===== config.mk =====
export PLATFORM = sky130hd
export DESIGN_NAME = tbc_log_cell
export DESIGN_NICKNAME = d
export VERILOG_FILES = /design/src/rtl/core/tbc_pkg.sv /design/src/rtl/core/tbc_log_cell.sv
export SDC_FILE = /design/constraint.sdc
export NUM_CORES = 2
export LEC_CHECK = 0
export BUFFER_PORTS_ARGS = -buffer_cell sky130_fd_sc_hd__buf_2
export CORE_ASPECT_RATIO = 1.5
export CORE_MARGIN = 8
export CORE_UTILIZATION = 50
export DETAILED_ROUTE_END_ITERATION = 12
export PLACE_DENSITY = 0.69
export SYNTH_ARGS = -nofsm -noshare
export SYNTH_HDL_FRONTEND = slang
export SYNTH_SLANG_ARGS = --single-unit

===== constraint.sdc =====
create_clock -name clk -period 22.6 [get_ports clk]
set_input_delay 1.13 -clock clk [delete_from_list [all_inputs] [get_ports clk]]
set_output_delay 1.13 -clock clk [all_outputs]
set_load 0.005 [all_outputs]

===== src/rtl/core/tbc_pkg.sv =====
`timescale 1ns / 1ps

package tbc_pkg;

  localparam int VOLT_W  = 18;
  localparam int COEF_W  = 48;
  localparam int TEMP_W  = 19;
  localparam int IDX_W   = 3;

  localparam int COEF_FRAC_BITS_DEF = 48;
  localparam int TEMP_FRAC_BITS_DEF = 8;

  // log2 in Q28: 5 bit integer part, 28 bit fraction, Q30 mantissa in [1,2)
  localparam int LOG_FRAC = 28;
  localparam int K_W      = 5;
  localparam int MANT_W   = 31;
  localparam int LOG_W    = K_W + LOG_FRAC;

  localparam logic [31:0] LN2_Q28 = 32'd186065279;

  // horner products: 63 bit magnitude, 33 bit signed multiplier
  localparam int MAG_W = 63;
  localparam int X_W   = 33;
  localparam logic [MAG_W-1:0] MAG_LIM = MAG_W'(1) << 62;

  localparam int QUOT_W = 40;

  localparam logic signed [TEMP_W-1:0] TEMP_MAX = 19'sd262143;
  localparam logic signed [TEMP_W-1:0] TEMP_MIN = -19'sd65536;

  localparam logic [VOLT_W-1:0] SUPPLY_RST = 18'd117572;
  localparam logic signed [COEF_W-1:0] COEF_A_RST = 48'sd944071575487;
  localparam logic signed [COEF_W-1:0] COEF_B_RST = 48'sd72334846890;
  localparam logic signed [COEF_W-1:0] COEF_C_RST = 48'sd737501313;
  localparam logic signed [COEF_W-1:0] COEF_D_RST = 48'sd17966804;

  typedef enum logic [1:0] {
    FAULT_NONE = 2'd0,
    FAULT_HIGH = 2'd1,
    FAULT_ZERO = 2'd2,
    FAULT_SAT  = 2'd3
  } tbc_fault_t;

  typedef enum logic [IDX_W-1:0] {
    CFG_SUPPLY  = 3'd0,
    CFG_REF_RES = 3'd1,
    CFG_COEF_A  = 3'd2,
    CFG_COEF_B  = 3'd3,
    CFG_COEF_C  = 3'd4,
    CFG_COEF_D  = 3'd5
  } tbc_cfg_idx_t;

  typedef struct packed {
    logic       valid;
    tbc_fault_t code;
  } tbc_tag_t;

  typedef struct packed {
    logic [K_W-1:0]      k;
    logic [LOG_FRAC-1:0] frac;
    logic [MANT_W-1:0]   m;
  } tbc_log_t;

  typedef struct packed {
    logic [MAG_W-1:0]  r;
    logic [MAG_W-1:0]  d;
    logic [QUOT_W-1:0] q;
    logic              sat;
  } tbc_div_t;

endpackage


===== src/rtl/core/tbc_log_cell.sv =====
`timescale 1ns / 1ps

// one square-and-compare step of log2 on two lanes
module tbc_log_cell
  import tbc_pkg::*;
(
  input  logic     clk,
  input  logic     rst,
  input  logic     en,
  input  tbc_tag_t tag_i,
  input  tbc_log_t a_i,
  input  tbc_log_t b_i,
  output tbc_tag_t tag_o,
  output tbc_log_t a_o,
  output tbc_log_t b_o
);

  function automatic tbc_log_t sq_step(tbc_log_t x);
    logic [2*MANT_W-1:0] sq;
    logic [MANT_W:0]     s;
    tbc_log_t            y;
    sq = x.m * x.m;
    s = sq[2*MANT_W-1:MANT_W-1];
    y.k = x.k;
    y.frac = {x.frac[LOG_FRAC-2:0], s[MANT_W]};
    y.m = s[MANT_W] ? s[MANT_W:1] : s[MANT_W-1:0];
    return y;
  endfunction

  always_ff @(posedge clk) begin
    if (rst) begin
      tag_o <= '0;
    end else if (en) begin
      tag_o <= tag_i;
    end
  end

  always_ff @(posedge clk) begin
    if (en) begin
      a_o <= sq_step(a_i);
      b_o <= sq_step(b_i);
    end
  end

endmodule


After elaboration in Yosys (flattened, before gate mapping). Cells that the tools add are included.

Register bits: 131. Latch bits: 0. RAM bits: 0. Memory bits (read-only): 0. Input port bits: 134. Output and inout port bits: 131. Word-level logic and storage cells: 14. Memories kept: 0.

$add $sub $neg: 0. $mul: 2. Div/mod/pow operators: 0. $lt $le $gt $ge: 0. Equality and inequality tests: 0. Shift-type cells: 0. Mux-type cells: 2. Bitwise logic cells: 0. Reductions and logical operators: 0.

Operators by type and width (number): $mul A31 B31 Y62 (2); $mux W30 (2).

Longest topological paths before layout.
Depth after elaboration: 2. Gate-level depth with buffers: 32. Gate-level depth less buffers: 28.

Worst setup path after synthesis. No wires, ideal clock.

Kind: input -> register. From: in a_i[16] (netlist name). To: reg a_o[10] (netlist name) (data pin). Data arrival time: 8.429 ns. Slack: 13.911 ns. Stages on the path: 26. Cell sequence: clkbuf_1 -> clkbuf_1 -> nand2_1 -> fa_1 -> inv_1 -> fa_1 -> inv_1 -> fa_1 -> fa_1 -> inv_1 -> fa_1 -> fa_1 -> fa_1 -> fa_1 -> ha_1 -> nand2_1 -> nor4_1 -> o311ai_1 -> a21oi_1 -> a211oi_2 -> o31ai_4 -> a41oi_2 -> o31a_4 -> xnor2_4 -> buf_6 -> mux2_4.

Cells in the longest elaborated chain, start to end: 2.

Ends and longest elaborated chain: start, declared (RTL line tbc_log_cell.sv:11) `input tbc_log_t a_i,`; $mul A31 B31 Y62 (RTL line tbc_log_cell.sv:22) `sq = x.m * x.m;`; $mux W30 (RTL line tbc_log_cell.sv:26) `y.m = s[MANT_W] ? s[MANT_W:1] : s[MANT_W-1:0];`; end signal, assigned (RTL line tbc_log_cell.sv:40) `a_o <= sq_step(a_i);`; end, declared (RTL line tbc_log_cell.sv:14) `output tbc_log_t a_o,`.

No other way between the ends. A chain may end at the register's enable or synchronous reset.

Worst setup path in the final report.
From: in a_i[15] (netlist name). To: reg a_o[28] (netlist name) (data pin).

The elaborated chain is that of the path after synthesis.

==> flow_summary.json <==
{
  "htree_levels": 4,
  "relSlewSlack_pct": 32.7,
  "fin_crit_sh_pct": 50.3,
  "r2r_end": "tag_o[2]$_SDFFE_PP0P_",
  "routed_wl_mm": 154,
  "reg2reg_depth": 2,
  "drive_gt1_share_pct": 6.14,
  "die-area_mm2": 0.128,
  "synth_edf_count": 128,
  "viasPerCell": 5.28,
  "synth_area_leaders": "fa_1 (51%), inv_1 (12%), ha_1 (11%), edfxtp_1 (6.6%), and2_1 (4.1%)",
  "worstMarginPinSlew_ps": 1010,
  "grt.met1_usage_pct": 25.9,
  "wl_per_cell_um": 20.0,
  "arrival_ps": 11530,
  "cts_setup_buffers": 0,
  "die_h_um": 435,
  "cts_hold_buf": 0,
  "ys_types": 72,
  "hpwlAfterDp_mm": 126,
  "track_usage_pct": 24.8,
  "setup_tns_ps": 0,
  "cap_violations": 0,
  "drc": 0,
  "numCtsBuffers": 17,
  "synth_ff_type": "edfxtp_1",
  "yosysTopAreaCellShare_pct": 51.2,
  "gp_congestion": 0.971,
  "met2_usage_pct": 46.9,
  "postSynthCellCount": 6015,
  "drtIter0Drc": 2139,
  "num_rows": 153,
  "start_util_pct": 50.4,
  "port_buffers": 262,
  "num_vias": 40600,
  "hp-class": "flip-flop to flip-flop",
  "grt_pass1_wl_mm": 246,
  "ios": 265,
  "final_cell_area_mm2": 0.0617,
  "clock_latency_ps": 430,
  "skew_ps": 0,
  "max_freq_ghz": 0.0880,
  "netlist_area_mm2": 0.0584,
  "die_x_um": 295,
  "period_minus_slack_ps": 11360,
  "worstSetupEndpoint": "a_o[28]$_DFFE_PP_",
  "grt_overflow": 0,
  "async_flop_share_pct": 0,
  "antenna_found_initial": 10,
  "syn_to_final_growth_pct": 5.59,
  "coreArea_mm2": 0.116,
  "cts_tree": "built",
  "firstDrtPassIters": 5,
  "final_core_util_pct": 53.2,
  "outcome": "complete, no violations",
  "critPathKind": "input pin to flip-flop",
  "final-setup-viol-count": 0,
  "cts_buffer_depth": 2,
  "antenna_left": 0,
  "syn-num-nets": 8177,
  "avgSynthCellArea_um2": 9.71,
  "rsz0062_at_grt": "false",
  "critPathMaxFanout": 26,
  "cts_sinks": 131,
  "grt_pass1_vias": 46600,
  "globalRouteMet3Util_pct": 2.64,
  "hold_violations": 0,
  "yosysWarnings": 0,
  "crit_path_start": "a_i[15]",
  "regToRegStartpoint": "tag_o[2]$_SDFFE_PP0P_",
  "r2r_setup_slack_ps": 21980,
  "min_from": "tag_o[1]$_SDFFE_PP0P_",
  "grt_start_max_net_pins": 81,
  "ys_seq_area_share_pct": 6.69,
  "critical_path_required_ps": 22760,
  "post_dp_cell_area_mm2": 0.0611,
  "grt.busiest_layer": "met2",
  "clk_pin_slew_ps": 60,
  "cts.repair.resized": 0,
  "synth_top_cell_by_area": "fa_1",
  "ys_ff_latch": 131,
  "start_kind": "input pin",
  "root_buffer": "clkbuf_16",
  "drv_slew": 0,
  "finalNetCount": 8274,
  "endpoint_kind": "flip-flop"
}
-- worst max-delay path: stages --
cell and delay [ps]:
buf_2 600, inv_1 440, nor2_1 250, fa_1 460
fa_1 460, fa_1 540, inv_1 60, fa_1 490
inv_1 50, fa_1 440, fa_1 490, fa_1 530
inv_1 50, fa_1 480, inv_1 40, ha_1 560
nand2_1 370, nor2_1 700, nand3_1 150, a21oi_1 530
a211oi_2 260, o31ai_4 390, a41oi_2 280, o31a_4 370
xnor2_4 580, buf_4 410, mux2_1 370
-- area by class of cell --
| cell class | instances | area [um^2] |
|---|---|---|
| well taps | 1550 | 1940 |
| inverters | 1819 | 6830 |
| clock buffers | 17 | 425 |
| flip-flops and latches | 131 | 3900 |
| diodes | 4 | 10.0 |
| repair buffers | 295 | 1560 |
| clock inverters | 15 | 163 |
| multi-input cells | 3848 | 46800 |
| fillers | 10400 | 54200 |
-- state kept, by name, summed over array words and instances, names as in the netlist --
register / cells
a_o: 64
tag_o: 3
b_o: 64
-- per-stage QoR --
| step | instances | hold WS (ps) | setup slack (ps) |
|---|---|---|---|
| after CTS | 7675 | 501 | 11650 |
| after detailed placement | 7643 | 483 | 11250 |
| final | 7679 | 495 | 11240 |
| after global routing | 7675 | 548 | 11120 |
| after floorplan | 6015 | 485 | 13910 |
| after global placement | 7643 | 472 | 11330 |
-- worst min path at each step --
stage,endpoint,slack (ps),cells past startpoint
global route,tag_o[0]$_SDFFE_PP0P_,550,2
global placement,tag_o[0]$_SDFFE_PP0P_,470,2
floorplan,tag_o[0]$_SDFFE_PP0P_,480,2
detailed placement,tag_o[1]$_SDFFE_PP0P_,480,2
CTS,tag_o[1]$_SDFFE_PP0P_,500,2
finish,tag_o[1]$_SDFFE_PP0P_,490,2
-- cells in the final DEF, fill, tap and decap left out, drive strengths merged, types with 10 or more instances in the layout --
cell type | netlist | layout
mux2i | 35 | 35
or2 | 10 | 10
o21ai | 64 | 64
nor2 | 120 | 120
a21oi | 123 | 123
a21o | 56 | 56
inv | 1818 | 1828
nand4 | 37 | 37
a211oi | 13 | 13
edfxtp | 128 | 128
and2 | 381 | 381
xor2 | 54 | 54
fa | 1494 | 1494
nor2b | 22 | 22
o21bai | 16 | 16
nand2 | 611 | 611
buf | 12 | 295
and3 | 17 | 17
o211ai | 11 | 11
mux2 | 26 | 26
ha | 534 | 534
xnor2 | 62 | 62
nor3 | 10 | 10
o21a | 15 | 15
clkbuf | 205 | 17
nand3 | 33 | 33
a31oi | 15 | 15
-- cells in the mapped netlist (4+ instances only) --
library cell,n
mux2_4,10
a221oi_1,5
o21bai_1,16
a31oi_1,15
clkbuf_1,205
xor2_1,54
nor2b_1,22
nor2_1,120
a211oi_1,11
a31o_2,8
and3_1,17
mux2i_1,35
nand2_1,611
a21oi_1,123
nand4_1,37
xnor2_1,61
a2111oi_0,4
and2_1,381
or2_2,10
a221o_1,4
ha_1,534
buf_2,5
fa_1,1494
o21ai_0,62
nand2b_1,8
o21a_1,15
mux2_2,12
a21o_1,56
nor3_1,10
buf_1,4
edfxtp_1,128
o211ai_1,11
mux2_1,4
o31ai_1,5
inv_1,1818
nand3_1,33
nor4_1,8
-- logic make-up (layout without fill, tap and decap cells) --
family / after synthesis / in the layout / share of synthesized area, %
buffers and inverters: 2036 / 2146 / 13.1
adder cells (fa/ha/maj): 2028 / 2028 / 62.7
AND/OR/NAND/NOR: 1270 / 1270 / 10.4
AO/OA/AOI/OAI: 373 / 373 / 4.16
flip-flops: 131 / 131 / 6.69
XOR/XNOR: 116 / 116 / 1.77
multiplexers: 61 / 61 / 1.17
other: 0 / 4 / 0
-- per-layer routing --
metal / part of all wire, % / wire (um)
met2: 55 / 83800
met5: 0.016 / 25
met1: 33 / 50400
met3: 4.8 / 7340
met4: 7.9 / 12200
Power is left out: the tool's default activity adds up to more than one toggle a clock period on the data nets, which glitch-free logic cannot reach.
