===== config.mk =====
export PLATFORM = sky130hd
export DESIGN_NAME = tbc_div_cell
export DESIGN_NICKNAME = d
export VERILOG_FILES = /design/src/rtl/core/tbc_pkg.sv /design/src/rtl/core/tbc_div_cell.sv
export SDC_FILE = /design/constraint.sdc
export NUM_CORES = 1
export LEC_CHECK = 0
export BUFFER_PORTS_ARGS = -buffer_cell sky130_fd_sc_hd__buf_4
export CAP_MARGIN = 10
export CORE_ASPECT_RATIO = 1.1
export CORE_UTILIZATION = 51
export CTS_CLUSTER_SIZE = 25
export DETAILED_ROUTE_END_ITERATION = 7
export MAX_ROUTING_LAYER = met4
export PLACE_DENSITY_LB_ADDON = 0.1
export SYNTH_ARGS = -nofsm -noshare
export SYNTH_HDL_FRONTEND = slang
export SYNTH_SLANG_ARGS = --single-unit

===== constraint.sdc =====
create_clock -name clk -period 3.7 [get_ports clk]
set_clock_uncertainty 0.15 [all_clocks]
set_input_delay 0.555 -clock clk [delete_from_list [all_inputs] [get_ports clk]]
set_output_delay 0.555 -clock clk [all_outputs]
set_load 0.01 [all_outputs]

===== src/rtl/core/tbc_pkg.sv =====
`timescale 1ns / 1ps

package tbc_pkg;

  localparam int VOLT_W  = 18;
  localparam int COEF_W  = 48;
  localparam int TEMP_W  = 19;
  localparam int IDX_W   = 3;

  localparam int COEF_FRAC_BITS_DEF = 48;
  localparam int TEMP_FRAC_BITS_DEF = 8;

  // log2 in Q28: 5 bit integer part, 28 bit fraction, Q30 mantissa in [1,2)
  localparam int LOG_FRAC = 28;
  localparam int K_W      = 5;
  localparam int MANT_W   = 31;
  localparam int LOG_W    = K_W + LOG_FRAC;

  localparam logic [31:0] LN2_Q28 = 32'd186065279;

  // horner products: 63 bit magnitude, 33 bit signed multiplier
  localparam int MAG_W = 63;
  localparam int X_W   = 33;
  localparam logic [MAG_W-1:0] MAG_LIM = MAG_W'(1) << 62;

  localparam int QUOT_W = 40;

  localparam logic signed [TEMP_W-1:0] TEMP_MAX = 19'sd262143;
  localparam logic signed [TEMP_W-1:0] TEMP_MIN = -19'sd65536;

  localparam logic [VOLT_W-1:0] SUPPLY_RST = 18'd117572;
  localparam logic signed [COEF_W-1:0] COEF_A_RST = 48'sd944071575487;
  localparam logic signed [COEF_W-1:0] COEF_B_RST = 48'sd72334846890;
  localparam logic signed [COEF_W-1:0] COEF_C_RST = 48'sd737501313;
  localparam logic signed [COEF_W-1:0] COEF_D_RST = 48'sd17966804;

  typedef enum logic [1:0] {
    FAULT_NONE = 2'd0,
    FAULT_HIGH = 2'd1,
    FAULT_ZERO = 2'd2,
    FAULT_SAT  = 2'd3
  } tbc_fault_t;

  typedef enum logic [IDX_W-1:0] {
    CFG_SUPPLY  = 3'd0,
    CFG_REF_RES = 3'd1,
    CFG_COEF_A  = 3'd2,
    CFG_COEF_B  = 3'd3,
    CFG_COEF_C  = 3'd4,
    CFG_COEF_D  = 3'd5
  } tbc_cfg_idx_t;

  typedef struct packed {
    logic       valid;
    tbc_fault_t code;
  } tbc_tag_t;

  typedef struct packed {
    logic [K_W-1:0]      k;
    logic [LOG_FRAC-1:0] frac;
    logic [MANT_W-1:0]   m;
  } tbc_log_t;

  typedef struct packed {
    logic [MAG_W-1:0]  r;
    logic [MAG_W-1:0]  d;
    logic [QUOT_W-1:0] q;
    logic              sat;
  } tbc_div_t;

endpackage


===== src/rtl/core/tbc_div_cell.sv =====
`timescale 1ns / 1ps

// one restoring division step with sticky quotient overflow
module tbc_div_cell
  import tbc_pkg::*;
(
  input  logic     clk,
  input  logic     rst,
  input  logic     en,
  input  logic     lead,
  input  tbc_tag_t tag_i,
  input  tbc_div_t div_i,
  output tbc_tag_t tag_o,
  output tbc_div_t div_o
);

  logic [MAG_W:0] r2;
  logic           ge;
  logic [MAG_W:0] diff;
  tbc_div_t       div_next;

  always_comb begin
    r2 = {div_i.r, lead};
    ge = r2 >= {1'b0, div_i.d};
    diff = r2 - {1'b0, div_i.d};
    div_next.d = div_i.d;
    div_next.r = ge ? diff[MAG_W-1:0] : r2[MAG_W-1:0];
    div_next.sat = div_i.sat | div_i.q[QUOT_W-1];
    div_next.q = div_i.sat ? div_i.q : {div_i.q[QUOT_W-2:0], ge};
  end

  always_ff @(posedge clk) begin
    if (rst) begin
      tag_o <= '0;
    end else if (en) begin
      tag_o <= tag_i;
    end
  end

  always_ff @(posedge clk) begin
    if (en) begin
      div_o <= div_next;
    end
  end

endmodule


# Word level (Yosys, flattened, before mapping)
# Cells that the tools add are included.
[totals]
regBits = 170
inputBits = 174
output_inout_bits = 170
elab_cells = 11
[op_classes]
n_addsub = 1
n_lt_le_gt_ge = 1
mux = 2
bitwise = 1
[op_table]
columns = ["op", "count"]
rows = [
  [">= comparator 64 x 63 -> 1 bit", 1],
  ["two-way mux 63 bit", 1],
  ["subtractor 63 bit", 1],
  ["two-way mux 40 bit", 1],
  ["OR 1 bit", 1],
]

# Logic depth before layout (Yosys ltp)
# Gate-level depths: netlist of run 1.
[depth]
ltp_word = 2
depth_mapped = 15
depth_no_buf = 13

# Worst setup path before layout of run 1
# No wires, ideal clock.
[synth_path]
path_kind = "input port to flip-flop"
from = "input div_i[50] (netlist name)"
to = "register div_o[108] (netlist name), data pin"
setup_ns = 0.262
t_arrival_ns = 2.816
required_time_ns = 3.288
path_slack_ns = 0.472
path_stages = 12
n_path_buf = 2
cell_sequence = "inv_1 ha_1 buf_4 a21oi_2 o21ai_1 a221oi_2 a21oi_2 nor3_4 o21ai_1 a41oi_2 buf_6 mux2_1"
[synth_lines]
columns = ["item", "line_no", "rtl"]
rows = [
  ["start, declared", "tbc_div_cell.sv:12", "input tbc_div_t div_i,"],
  ["end signal, assigned", "tbc_div_cell.sv:42", "div_o <= div_next;"],
  ["end, declared", "tbc_div_cell.sv:14", "output tbc_div_t div_o"],
]

==> flow_summary.ini, run 1 <==
[synthesis]
synth_nets = 1208
ys_warn_count = 0
ys_seq_area_frac = 0.499
avgSynthCellArea_um2 = 10.5
synth_area_leaders = edfxtp_1 49%, ha_1 7.8%, a21oi_1 4.3%
synthCells = 970
ys.flop_type = edfxtp_1
synth-seq-cells = 170
synth_cell_types = 61
synth_top_cell_by_area = edfxtp_1
yosysTopAreaCellShare = 0.493
synth_area_um2 = 10200
async_flop_share = 0
synth_edf_count = 167

[layout]
utilization = 0.708
num-nets-final = 1553
instances_no_fill = 1575
multi_input_area_um2 = 4610
area_growth_pct = 34.4
layout.area.seq_um2 = 5070
nFillCells = 1487
layout_commonest_cell = buf_4
diodes = 0
layout_common_cells = 357 x buf_4, 167 x edfxtp_1, 115 x nand2_1
drive_gt1_frac = 0.335

[placed_design]
hpwl_um = 22200
dp_cells = 1543
routabilityCongestion = 0.906
pre_cts_ws_ns = 0.0724
port_buffers = 343

[sta]
worst_pin_slew_ns = 0.707
fin_crit_ns = 3.26
hold_viol = 0
fin_ws_ns = 0.439
slew_headroom = 0.528
drv_slew = 0
post-route-period-util = 0.881
fmax_mhz = 307
finalSetupViolCount = 0
fin_setup_tns_ns = 0
rsz0062_at_grt = false

[power]
power_density_nw_per_um2 = 427
total_power_mw = 5.84
p_leak_nw = 6.00
ir_drop_mv = 0.329

[clocking]
clockBufferDepth = 2
cts_tree = yes
clock-sinks = 170
cts_hold_buf = 0
cts-resized-gates = 0
numCtsBuffers = 17
postCtsSetupRepairBufs = 0
clkTransAtPathRegs_ns = 0.08
clk_latency_ns = 0.43
htreeDepth = 4
cts_root_buffer = clkbuf_16

[setup_path]
crit_chain = buf_4 > inv_1 > ha_1 > nand3_1 > o21bai_1 > a21oi_1 > o2111ai_1 > a21oi_1 > o31ai_2 > buf_4 > o31ai_1 > xnor2_1 > o21ai_1
cp_slowest_cell = ha_1
crit_path_end_kind = flip-flop
cp_max_fo = 5
r2r_start = tag_o[1]$_SDFFE_PP0P_
r2r-end = tag_o[1]$_SDFFE_PP0P_
r2r_cells = 2
rrSetupSlack_ns = 2.95
cpPeakStageDelay_ns = 0.37
cp.required_ns = 3.75
critPathArrivalTime_ns = 3.31
crit_path_start_kind = primary input
critical_path_class = in -> reg

[detailed_routing]
vias = 8608
routed_wl_um = 28100
route.detailed.drc = 0
avgViaCountPerCell = 5.47
wl_per_cell_um = 17.8
first_iter_violations = 506
final_antenna_net_count = 0
dr.pass1.iters = 5

[flow_run]
cap_viol_max_count = 0

[global_route]
grt_max_degree = 73
grt_pass1_wl_um = 43100
grt_pass1_vias = 8579
gr-total-overflow = 0
track_usage = 0.284
antenna_found_initial = 0

[floorplanning]
initial_core_util = 0.527
core.rowCount = 53
core_um2 = 19300
fp.dieW_um = 137
dieArea_um2 = 20500
io_pins = 344
die_h_um = 150

[worst_hold_path]
hold_path.class = in -> reg
min_to = tag_o[2]$_SDFFE_PP0P_
min-delay-start = rst
min_path_cells = 2

[status]
status = completed
## critical path: cells and delay by family
kind,cells,cell delay [ns]
XOR/XNOR,1,0.17
adder cells (fa/ha/maj),1,0.37
buffers and inverters,3,0.31
AND/OR/NAND/NOR,1,0.18
AO/OA/AOI/OAI,7,1.74
## how the worst max path moves through the flow
| stage | start | endpoint | slack, ns | cells past startpoint |
|---|---|---|---|---|
| 6_report | div_i[44] | div_o[153]$_DFFE_PP_ | 0.44 | 13 |
| 5_1_grt | lead | div_o[158]$_DFFE_PP_ | 0.26 | 14 |
| 4_1_cts | div_i[44] | div_o[153]$_DFFE_PP_ | 0.50 | 13 |
| 3_5_place_dp | div_i[55] | div_o[165]$_DFFE_PP_ | 0.07 | 13 |
| 3_3_place_gp | div_i[55] | div_o[165]$_DFFE_PP_ | 0.1 | 13 |
| 2_1_floorplan | div_i[50] | div_o[108]$_DFFE_PP_ | 0.47 | 12 |
## state kept, by name, summed over array words and instances (netlist names)
name / cells
div_o: 167
tag_o: 3
## layer usage
layer	track usage	routed length (um)
met1	0.332	11300
met2	0.486	14000
met3	0.0735	2510
met4	0.0656	283
met5	-	0
## cell type report
class	instances	share of cell area
clock buffer	18	0.0314
multi-input combinational	682	0.338
timing repair buffer	362	0.203
inverter	82	0.0225
clock inverter	14	0.0114
sequential	170	0.371
tap	247	0.0226
## where the power goes
part           switching, mW  internal, mW
clock                  0.839         0.960
sequential            0.0670          2.38
combinational          0.838         0.749
## metrics by stage
stage	cell area [um^2]	hold slack [ns]
after floorplan	10200	0.378
after global placement	13100	0.326
after detailed placement	13100	0.334
after CTS	13700	0.125
after global routing	13700	0.128
final	13700	0.137
## kinds of logic after synthesis
| group | Yosys count | share of synthesized area |
|---|---|---|
| buf+inv | 118 | 0.0480 |
| mux | 43 | 0.0471 |
| compound gates | 289 | 0.174 |
| simple gates | 228 | 0.102 |
| fa+ha+maj | 64 | 0.0795 |
| flops | 170 | 0.499 |
| xor+xnor | 58 | 0.0500 |
## cell usage after synthesis (22+ instances only)
| master | number |
|---|---|
| mux2_2 | 38 |
| edfxtp_1 | 167 |
| o21ai_1 | 29 |
| clkbuf_1 | 24 |
| o21ai_0 | 73 |
| a21o_1 | 29 |
| inv_1 | 82 |
| a21oi_1 | 87 |
| ha_1 | 63 |
| nor2_1 | 40 |
| nand4_1 | 22 |
| xnor2_1 | 31 |
| xor2_1 | 27 |
| nand2_1 | 115 |
No activity file was read; power rests on OpenSTA's default activity.
==> inputs of run 2 (changes only) <==
==> constraint.sdc (replaced) <==
create_clock -name clk -period 3.4 [get_ports clk]
set_clock_uncertainty 0.15 [all_clocks]
set_input_delay 0.51 -clock clk [delete_from_list [all_inputs] [get_ports clk]]
set_output_delay 0.51 -clock clk [all_outputs]
set_load 0.01 [all_outputs]
==> flow_summary.ini, run 2 (synthesis results as in run 1) <==
[layout]
top_regs = div_o (167), tag_o (3)
largest_reg_flops = 167
layout_common_cells = 376 x buf_4, 167 x edfxtp_1, 115 x nand2_1
regMostFlops = div_o
layout_commonest_cell = buf_4
instances_no_fill = 1596
diodes = 0
drive_gt1_frac = 0.345
nFillCells = 1450
utilization = 0.721
area_growth_pct = 36.9
num-nets-final = 1575

[floorplanning]
die_h_um = 150
dieArea_um2 = 20500
fp.dieW_um = 137
initial_core_util = 0.527
io_pins = 344
core.rowCount = 53
core_um2 = 19300

[clocking]
cts_root_buffer = clkbuf_16
htreeDepth = 4
postCtsSetupRepairBufs = 0
cts_tree = yes
cts_hold_buf = 0
clk_latency_ns = 0.43
numCtsBuffers = 17
clock-sinks = 170
clkTransAtPathRegs_ns = 0.07
clockBufferDepth = 2
cts-resized-gates = 0

[detailed_routing]
final_antenna_net_count = 0
routed_wl_um = 28300
vias = 8772
wl_per_cell_um = 17.7
dr.pass1.iters = 5
route.detailed.drc = 0
avgViaCountPerCell = 5.50
first_iter_violations = 525

[sta]
hold_slack_ns = 0.0977
hold_viol = 0
drv_slew = 0
fin_crit_ns = 3.11
fmax_mhz = 322
post-route-period-util = 0.914
worst_pin_slew_ns = 0.546
fin_setup_tns_ns = 0
fin_ws_ns = 0.293
slew_headroom = 0.636
finalSetupViolCount = 0
rsz0062_at_grt = false

[setup_path]
crit_chain = buf_4 > inv_1 > ha_1 > a21oi_1 > o21ai_1 > a221oi_2 > a31oi_1 > o21ai_1 > a21boi_1 > a41o_1 > a21oi_1 > xor2_1 > o21ai_0
crit_path_start_kind = primary input
cpPeakStageDelay_ns = 0.44
cp_slowest_cell = a221oi_2
critical_path_class = in -> reg
cp.required_ns = 3.43
cp_max_fo = 6
critPathArrivalTime_ns = 3.14
crit_path_end_kind = flip-flop

[worst_hold_path]
hold_path.class = in -> reg

[global_route]
grt_pass1_vias = 8643
track_usage = 0.284
antenna_found_initial = 0
grt_pass1_wl_um = 43200
gr-total-overflow = 0
grt_max_degree = 54

[placed_design]
dp_cells = 1565
pre_cts_ws_ns = -0.0914
routabilityCongestion = 0.921
port_buffers = 343
hpwl_um = 22500

[power]
power_density_nw_per_um2 = 471
p_leak_nw = 6.15
ir_drop_mv = 0.369

[flow_run]
cap_viol_max_count = 0

[status]
status = completed
run 2: cell types whose count changed in the layout (fill, tap and decap cells not counted), sizes merged:
cell      before  now
clkbuf        18   17
buf          362  384
clkinv         3    6
clkinvlp       2    0
inv           90   86
bufinv         1    4
run 2: power breakdown:
part | internal (mW) | total, mW | switching [mW]
clock network | 1.25 | 2.12 | 0.874
registers | 2.60 | 2.67 | 0.0733
logic | 0.850 | 1.77 | 0.919
run 2: final timing paths:
| kind | from | to | slack [ns] | depth (start not counted) |
|---|---|---|---|---|
| min | rst | tag_o[0]$_SDFFE_PP0P_ | 0.1 | 2 |
| max | div_i[48] | div_o[158]$_DFFE_PP_ | 0.29 | 13 |
| min reg2reg | tag_o[0]$_SDFFE_PP0P_ | tag_o[0]$_SDFFE_PP0P_ | 0.36 | 2 |
| max reg2reg | tag_o[1]$_SDFFE_PP0P_ | tag_o[1]$_SDFFE_PP0P_ | 2.62 | 2 |
run 2: per-stage QoR:
stage                     instance area, um^2  total power [mW]
after floorplan                         10200              3.62
after global placement                  13300              4.45
after detailed placement                13300              4.48
after CTS                               13900              6.60
after global routing                    13900              6.85
final                                   13900              6.56
run 2: final cells by class:
class | instances | area (um^2) | area share
Clock buffer | 17 | 425 | 0.0306
Clock inverter | 14 | 215 | 0.0155
Inverter | 82 | 308 | 0.0221
Multi-Input combinational cell | 682 | 4610 | 0.331
Sequential cell | 170 | 5070 | 0.365
Tap cell | 247 | 309 | 0.0222
Timing Repair Buffer | 384 | 2970 | 0.214
run 2: routing by layer:
layer,share of wire,vias up,global-route usage
li1,-,4284,-
met1,0.39,4132,0.328
met2,0.50,330,0.485
met3,0.088,26,0.0735
met4,0.015,0,0.0817
met5,0,-,-
run 2: critical path: cells and delay by family:
| kind | cells | cell delay (ns) |
|---|---|---|
| buffers and inverters | 2 | 0.12 |
| xor gates and xnor gates | 1 | 0.16 |
| adders and majority gates | 1 | 0.37 |
| AOI/OAI and AO/OA | 9 | 1.97 |
